<file path="src/mbps_pkg.sv">
// Package for the masked byte pattern scanner: beat types, register
// indexes and sizing constants. Depends on nothing; used by every module.
`timescale 1ns / 1ps

package mbps_pkg;

  localparam int unsigned MAX_PATTERN_BYTES_DEF = 32;
  localparam int unsigned PAT_WORDS             = 4;
  localparam int unsigned PAT_WORD_W            = 64;
  localparam int unsigned PAT_BYTES_FIX         = 32;
  localparam int unsigned LEN_W                 = 6;
  localparam int unsigned ADDR_W                = 32;
  localparam int unsigned CFG_IDX_W             = 4;
  localparam int unsigned CFG_DATA_W            = 64;

  typedef enum logic [CFG_IDX_W-1:0] {
    REG_PATTERN_WORD0  = 4'd0,
    REG_PATTERN_WORD1  = 4'd1,
    REG_PATTERN_WORD2  = 4'd2,
    REG_PATTERN_WORD3  = 4'd3,
    REG_CARE_MASK      = 4'd4,
    REG_PATTERN_LENGTH = 4'd5,
    REG_RESULT_OFFSET  = 4'd6,
    REG_REGION_BASE    = 4'd7
  } mbps_reg_e;

  typedef struct packed {
    logic [7:0] region_byte;
    logic       last_byte;
  } mbps_in_t;

  typedef struct packed {
    logic              found;
    logic [ADDR_W-1:0] match_address;
  } mbps_out_t;

  // Control common to every cell of the window.
  typedef struct packed {
    logic shift;
    logic clear;
  } mbps_cell_ctrl_t;

  // Pattern byte lined up with one cell for the current length.
  typedef struct packed {
    logic [7:0] pat_byte;
    logic       care;
    logic       in_use;
  } mbps_cmp_t;

endpackage

</file>
<file path="src/mbps_cell.sv">
// One window cell of the pattern scanner: holds one byte, hands it to the
// next cell on each beat and compares the incoming byte. Uses mbps_pkg.
`timescale 1ns / 1ps

module mbps_cell (
  input  logic                    clk_i,
  input  logic                    rst_ni,
  input  mbps_pkg::mbps_cell_ctrl_t ctrl_i,
  input  mbps_pkg::mbps_cmp_t     cmp_i,
  input  logic [7:0]              byte_i,
  output logic [7:0]              byte_o,
  output logic                    hit_o
);
  import mbps_pkg::*;

  logic [7:0] byte_q, byte_d;

  // The compare looks at the byte this cell takes on the current beat,
  // which is the window after the shift.
  assign hit_o = !cmp_i.in_use || !cmp_i.care || (byte_i == cmp_i.pat_byte);

  always_comb begin
    byte_d = byte_q;
    if (ctrl_i.shift) begin
      byte_d = ctrl_i.clear ? 8'd0 : byte_i;
    end
  end

  always_ff @(posedge clk_i or negedge rst_ni) begin
    if (!rst_ni) begin
      byte_q <= 8'd0;
    end else begin
      byte_q <= byte_d;
    end
  end

  assign byte_o = byte_q;

endmodule

</file>
<file path="src/masked_byte_pattern_scan.sv">
// Top level of the masked byte pattern scanner: config registers, the row
// of window cells, region position tracking and the result register.
// Depends on mbps_pkg and mbps_cell.
//
//   channel   direction  handshake                 payload
//   cfg       in         cfg_valid_i / cfg_ready_o cfg_index_i, cfg_data_i
//   in        in         in_valid_i / in_ready_o   in_data_i (mbps_in_t)
//   out       out        out_valid_o / out_ready_i out_data_o (mbps_out_t)
//
// One input beat per cycle when not stalled; a result beat is registered and
// shows the cycle after its byte; all cells compare in parallel on the beat.
// A held result stalls input only while out_ready_i is low; the next byte is
// taken in the same cycle the result leaves. Reset is asynchronous and
// needs no clearing pass; the config port is always ready.
`timescale 1ns / 1ps

module masked_byte_pattern_scan #(
  parameter int unsigned MAX_PATTERN_BYTES = mbps_pkg::MAX_PATTERN_BYTES_DEF
) (
  input  logic                             clk_i,
  input  logic                             rst_ni,
  input  logic                             cfg_valid_i,
  output logic                             cfg_ready_o,
  input  logic [mbps_pkg::CFG_IDX_W-1:0]   cfg_index_i,
  input  logic [mbps_pkg::CFG_DATA_W-1:0]  cfg_data_i,
  input  logic                             in_valid_i,
  output logic                             in_ready_o,
  input  mbps_pkg::mbps_in_t               in_data_i,
  output logic                             out_valid_o,
  input  logic                             out_ready_i,
  output mbps_pkg::mbps_out_t              out_data_o
);
  import mbps_pkg::*;

  // Config registers.
  logic [PAT_WORD_W-1:0] pat_word_q [PAT_WORDS];
  logic [PAT_BYTES_FIX-1:0] care_q;
  logic [LEN_W-1:0]      len_q;
  logic [ADDR_W-1:0]     offset_q;
  logic [ADDR_W-1:0]     base_q;

  assign cfg_ready_o = 1'b1;

  always_ff @(posedge clk_i or negedge rst_ni) begin
    if (!rst_ni) begin
      for (int w = 0; w < PAT_WORDS; w++) begin
        pat_word_q[w] <= '0;
      end
      care_q   <= '0;
      len_q    <= LEN_W'(1);
      offset_q <= '0;
      base_q   <= '0;
    end else if (cfg_valid_i && cfg_ready_o) begin
      unique case (cfg_index_i)
        REG_PATTERN_WORD0:  pat_word_q[0] <= cfg_data_i;
        REG_PATTERN_WORD1:  pat_word_q[1] <= cfg_data_i;
        REG_PATTERN_WORD2:  pat_word_q[2] <= cfg_data_i;
        REG_PATTERN_WORD3:  pat_word_q[3] <= cfg_data_i;
        REG_CARE_MASK:      care_q   <= cfg_data_i[PAT_BYTES_FIX-1:0];
        REG_PATTERN_LENGTH: len_q    <= cfg_data_i[LEN_W-1:0];
        REG_RESULT_OFFSET:  offset_q <= cfg_data_i[ADDR_W-1:0];
        REG_REGION_BASE:    base_q   <= cfg_data_i[ADDR_W-1:0];
        default: ;
      endcase
    end
  end

  logic [PAT_BYTES_FIX*8-1:0] pat_flat;
  assign pat_flat = {pat_word_q[3], pat_word_q[2], pat_word_q[1], pat_word_q[0]};

  // Length in use, clamped to 1..MAX_PATTERN_BYTES.
  logic [LEN_W-1:0] act_len;
  always_comb begin
    if (len_q == '0) begin
      act_len = LEN_W'(1);
    end else if (len_q > LEN_W'(MAX_PATTERN_BYTES)) begin
      act_len = LEN_W'(MAX_PATTERN_BYTES);
    end else begin
      act_len = len_q;
    end
  end

  // Region state and handshake.
  logic [ADDR_W-1:0] pos_q, pos_d;
  logic              reported_q, reported_d;
  logic              out_valid_q, out_valid_d;
  mbps_out_t         out_data_q, out_data_d;
  logic              acc, full_hit, match, emit;
  mbps_cell_ctrl_t   cell_ctrl;

  assign in_ready_o      = !out_valid_q || out_ready_i;
  assign acc             = in_valid_i && in_ready_o;
  assign cell_ctrl.shift = acc;
  assign cell_ctrl.clear = in_data_i.last_byte;

  // Row of cells; cell i holds the byte received i beats ago and lines up
  // with pattern byte act_len-1-i.
  logic [7:0]                   chain [MAX_PATTERN_BYTES+1];
  logic [MAX_PATTERN_BYTES-1:0] hits;

  assign chain[0] = in_data_i.region_byte;

  for (genvar i = 0; i < MAX_PATTERN_BYTES; i++) begin : g_cell
    logic [LEN_W-1:0] k;
    mbps_cmp_t        cmp;
    assign k = act_len - LEN_W'(1) - LEN_W'(i);
    assign cmp.in_use   = LEN_W'(i) < act_len;
    assign cmp.pat_byte = pat_flat[k[4:0]*8 +: 8];
    assign cmp.care     = care_q[k[4:0]];

    mbps_cell u_cell (
      .clk_i  (clk_i),
      .rst_ni (rst_ni),
      .ctrl_i (cell_ctrl),
      .cmp_i  (cmp),
      .byte_i (chain[i]),
      .byte_o (chain[i+1]),
      .hit_o  (hits[i])
    );
  end

  // The last cell's byte only leaves the window.
  logic [7:0] spill;
  assign spill = chain[MAX_PATTERN_BYTES];

  logic [ADDR_W-1:0] len_m1;
  assign len_m1   = ADDR_W'(act_len - LEN_W'(1));
  assign full_hit = &hits;
  assign match    = !reported_q && (pos_q >= len_m1) && full_hit;
  assign emit     = match || (in_data_i.last_byte && !reported_q);

  always_comb begin
    pos_d       = pos_q;
    reported_d  = reported_q;
    out_valid_d = out_valid_q;
    out_data_d  = out_data_q;
    if (out_ready_i) begin
      out_valid_d = 1'b0;
    end
    if (acc) begin
      if (in_data_i.last_byte) begin
        pos_d      = '0;
        reported_d = 1'b0;
      end else begin
        // Saturating count keeps a very long region from wrapping.
        if (pos_q != '1) begin
          pos_d = pos_q + ADDR_W'(1);
        end
        reported_d = reported_q || match;
      end
      if (emit) begin
        out_valid_d = 1'b1;
        out_data_d.found = match;
        out_data_d.match_address = match ? (base_q + (pos_q - len_m1) + offset_q)
                                         : '0;
      end
    end
  end

  always_ff @(posedge clk_i or negedge rst_ni) begin
    if (!rst_ni) begin
      pos_q       <= '0;
      reported_q  <= 1'b0;
      out_valid_q <= 1'b0;
    end else begin
      pos_q       <= pos_d;
      reported_q  <= reported_d;
      out_valid_q <= out_valid_d;
    end
  end

  always_ff @(posedge clk_i) begin
    out_data_q <= out_data_d;
  end

  assign out_valid_o = out_valid_q;
  assign out_data_o  = out_data_q;

`ifndef SYNTHESIS
  a_notfound_zero: assert property (@(posedge clk_i) disable iff (!rst_ni)
    (out_valid_o && !out_data_o.found) |-> (out_data_o.match_address == '0))
    else $error("not-found result carries a nonzero address");

  a_rearm: assert property (@(posedge clk_i) disable iff (!rst_ni)
    (acc && in_data_i.last_byte) |=> (pos_q == '0 && !reported_q))
    else $error("region state not cleared after last byte");

  a_match_marks: assert property (@(posedge clk_i) disable iff (!rst_ni)
    (acc && match && !in_data_i.last_byte) |=> reported_q)
    else $error("match not recorded for the region");

  a_no_repeat: assert property (@(posedge clk_i) disable iff (!rst_ni)
    (acc && reported_q && !in_data_i.last_byte) |=> !out_valid_o)
    else $error("second result in one region");

  a_spill_idle: assert property (@(posedge clk_i) disable iff (!rst_ni)
    (acc && in_data_i.last_byte) |=> (spill == 8'd0))
    else $error("window not cleared after last byte");
`endif

endmodule

</file>
<file path="config.mk">
export PLATFORM = sky130hd
export DESIGN_NAME = masked_byte_pattern_scan
export DESIGN_NICKNAME = d
export VERILOG_FILES = /design/src/mbps_pkg.sv /design/src/mbps_cell.sv /design/src/masked_byte_pattern_scan.sv
export SDC_FILE = /design/constraint.sdc
export NUM_CORES = 2
export LEC_CHECK = 0
export BUFFER_PORTS_ARGS = -buffer_cell sky130_fd_sc_hd__buf_2
export CORE_MARGIN = 5
export CORE_UTILIZATION = 38
export CTS_CLUSTER_DIAMETER = 50
export DETAILED_ROUTE_END_ITERATION = 10
export GPL_TIMING_DRIVEN = 0
export SLEW_MARGIN = 25
export SYNTH_ARGS = -nofsm -noshare
export SYNTH_HDL_FRONTEND = slang
export SYNTH_SLANG_ARGS = --single-unit
</file>
<file path="constraint.sdc">
create_clock -name clk_i -period 10.9 [get_ports clk_i]
set_clock_uncertainty 0.2 [all_clocks]
set_input_delay 1.09 -clock clk_i [delete_from_list [all_inputs] [get_ports clk_i]]
set_output_delay 1.09 -clock clk_i [all_outputs]
set_load 0.1 [all_outputs]
</file>
==> results.cfg <==
[run_status]
status = complete, but fails checks
violations = setup timing

[synthesis]
synth_edf_count = 33
ys_warn_count = 0
synthCells = 5711
yosysTopAreaCell = dfrtp_1
synth.most_common_cell = nand2_1
synth_fp_nets = 5928
ys_seq_area_share_pct = 30.2
synth.cell_area_um2 = 56300
ys_async_sr_fraction_pct = 95.1
ys_seq_elements = 673
synth_top_flop_cell = dfrtp_1
yosysTopAreaCellShare_pct = 28.4
ys_types = 102
synth_area_leaders = dfrtp_1 28%, mux4_2 9.7%, mux2i_1 9.3%
synth.avg_cell_area_um2 = 9.86
synth_commonest_cells = 775 x nand2_1, 639 x dfrtp_1, 522 x mux2i_1, 342 x mux2_2, 286 x clkbuf_1

[pwr]
pwr-share-comb_pct = 72.1
p_sw_w = 0.0153
p_clk_share_pct = 13.0
p_total_w = 0.0264
power.leakage_nw = 28.4
switching_share_pct = 57.9
power.internal_w = 0.0111
power_density_nw_per_um2 = 411
p_seq_share_pct = 14.9
ir_drop_v = 0.000239

[setup_path]
critPathCaptureType = flip-flop
reg2reg_from = len_q[0]$_DFFE_PN1P_
crit_arrival_ps = 11350
critical_path_class = reg2reg
crit_slowest_cell = nor4_2
rr_worst_depth = 30
max_stage_delay_ps = 630
critPathCapture = out_data_o[3]$_SDFFCE_PN0P_
startpoint = len_q[0]$_DFFE_PN1P_
cp.required_ps = 11310
crit_top_cell = buf_6
start_kind = flip-flop
worstReg2RegEnd = out_data_o[3]$_SDFFCE_PN0P_
path_max_fanout = 11
regToRegSetupSlack_ps = -40

[sta]
worstMarginPinSlew_ps = 1300
period_minus_slack_ps = 10940
fin_crit_sh_pct = 100
setup_viol = 7
slew_viol_final = 0
fmax_ghz = 0.0914
timing.final.ws_setup_ps = -37.8
final-hold-violation-count = 0
tns_ps = -133
rsz0062_at_grt = yes
slew_headroom_pct = 13.6

[clocking]
path_clk_slew_ps = 60
cts_max_level = 3
clockBufferDepth = 3
clk_latency_ps = 810
ctsRootBufferMaster = clkbuf_16
cts_tree = built
clock-sinks = 673
cts_made_buffers = 99

[global_routing]
overflow = 0
grtUsageMet2_pct = 67.9
use_met1_pct = 58.3
track_usage_pct = 49.2
use_met3_pct = 22.8
antenna_found_initial = 33
grt_max_degree = 94
grt_first_pass_wirelength_mm = 514
first_global_vias = 53000
grt_busiest_layer = met2

[floorplanning]
die_width_um = 395
die_area_um2 = 156000
rows = 141
io_pins = 118
core_area_um2 = 147000
die_h_um = 395
start_util_pct = 38.2

[drt]
ant_nets = 0
routed_wl_mm = 398
num_vias = 57200
first_iter_violations = 8895
drt-vias-per-instance = 7.09
drc = 0
wl_per_cell_um = 49.3
dr.pass1.iters = 10

[final_layout]
drive_gt1_share_pct = 20.9
multi_input_area_um2 = 36800
fin_nets = 6218
design_area_um2 = 64200
regArea_um2 = 17000
areaGrowthSynthToFinish_pct = 14.0
nFillCells = 14400
finalCoreUtilization_pct = 43.5

[min_path]
hp-class = in2async

[flow_run]
maxCapViolations = 0

[place]
routabilityCongestion = 1.16
post-dp-hpwl_mm = 320
portBuffers = 116
placed_cell_area_um2 = 60400
==> final cells by class <==
cell class	count	area share (%)
flip-flops and latches	673	26.5
diodes	43	0.168
inverters	251	1.47
clock buffers	128	4.19
well taps	1930	3.76
plain buffers	453	3.29
multi-input cells	4331	57.3
clock inverters	59	1.27
repair buffers	192	2.08
==> worst max-delay path: cells and delay by family, from the launching register on <==
kind                     cells  cell delay, ps
buffers and inverters       17            5140
AND/OR/NAND/NOR              3            1430
AO/OA/AOI/OAI                4            1210
adder cells (fa/ha/maj)      2             880
XOR/XNOR                     2             740
flip-flops                   1             510
multiplexers                 2             500
==> metrics by stage <==
step / setup WS [ps] / instances / hold slack, ps
after floorplan: 1660 / 5711 / 259
after global placement: -5710 / 7757 / 293
after detailed placement: -1030 / 7822 / 293
after CTS: 8.64 / 8011 / 98.4
after global routing: -19.6 / 8017 / 109
final: -37.8 / 8060 / 74.9
==> power by group through the flow <==
stage / combinational, W / sequential (W) / clock [W]
after detailed placement: 0.0178 / 0.00379 / 0
after global placement: 0.0175 / 0.00379 / 0
final: 0.0190 / 0.00392 / 0.00344
after floorplan: 0.0103 / 0.00324 / 0
after CTS: 0.0179 / 0.00375 / 0.00345
after global routing: 0.0190 / 0.00382 / 0.00356
==> placed cells by master (no fill, tap or decap), types with 43 or more instances in the layout <==
cell	count
ha_1	75
buf_2	247
clkbuf_2	67
inv_1	244
clkbuf_16	100
a21oi_1	169
nand4_1	87
buf_4	46
a222oi_1	65
o21ai_0	92
a211o_1	47
xnor2_1	245
nand3_1	46
nor2_1	174
nand3b_1	254
a211oi_1	78
mux4_2	243
a22oi_1	104
a2111oi_0	54
xor2_1	214
diode_2	43
fa_1	60
mux2i_1	509
dfrtp_1	639
o22ai_1	52
clkbuf_1	238
mux2_2	342
nand2_1	775
nor3_1	114
==> flip-flops by register name (all words and copies together) (netlist names) <==
| signal | cells |
|---|---|
| out_valid_o | 1 |
| reported_q | 1 |
| len_q | 6 |
| base_q | 32 |
| g_cell.u_cell.byte_o | 248 |
| offset_q | 32 |
| pat_flat | 256 |
| care_q | 32 |
| out_data_o | 33 |
| pos_q | 32 |
==> worst min-delay path by stage <==
stage	start	end	slack, ps
after floorplan	g_cell[30].u_cell.byte_o[0]$_DFFE_PN0P_	g_cell[30].u_cell.byte_o[0]$_DFFE_PN0P_	260
after global placement	g_cell[30].u_cell.byte_o[6]$_DFFE_PN0P_	g_cell[30].u_cell.byte_o[6]$_DFFE_PN0P_	290
after detailed placement	g_cell[30].u_cell.byte_o[4]$_DFFE_PN0P_	g_cell[30].u_cell.byte_o[4]$_DFFE_PN0P_	290
after CTS	rst_ni	pat_flat[146]$_DFFE_PN0P_	100
after global routing	rst_ni	g_cell[28].u_cell.byte_o[7]$_DFFE_PN0P_	110
final	rst_ni	g_cell[3].u_cell.byte_o[2]$_DFFE_PN0P_	70
==> metal layers <==
layer,up-vias,part of all wire [%]
met2,4740,39
met5,-,0.063
li1,21800,-
met1,29300,36
met3,1367,14
met4,6,11
==> cells by family (layout without fill, tap and decap cells) <==
| logic type | after synthesis | after routing | share of synthesized area (%) |
|---|---|---|---|
| mux | 1109 | 1109 | 25.9 |
| buf+inv | 707 | 1083 | 5.21 |
| xor+xnor | 473 | 473 | 7.53 |
| other cells | 1 | 44 | 0.00666 |
| compound gates | 957 | 957 | 12.6 |
| fa+ha+maj | 136 | 136 | 3.82 |
| flops | 673 | 673 | 30.2 |
| simple gates | 1655 | 1655 | 14.7 |
==> timing repair <==
action,4_1_cts,5_1_grt
buffers inserted,4,0
gates resized for setup,12,6
hold buffers,0,0
setup endpoints to repair,68,26
pin swaps,2,0
Power figures use the tool's default switching activity.
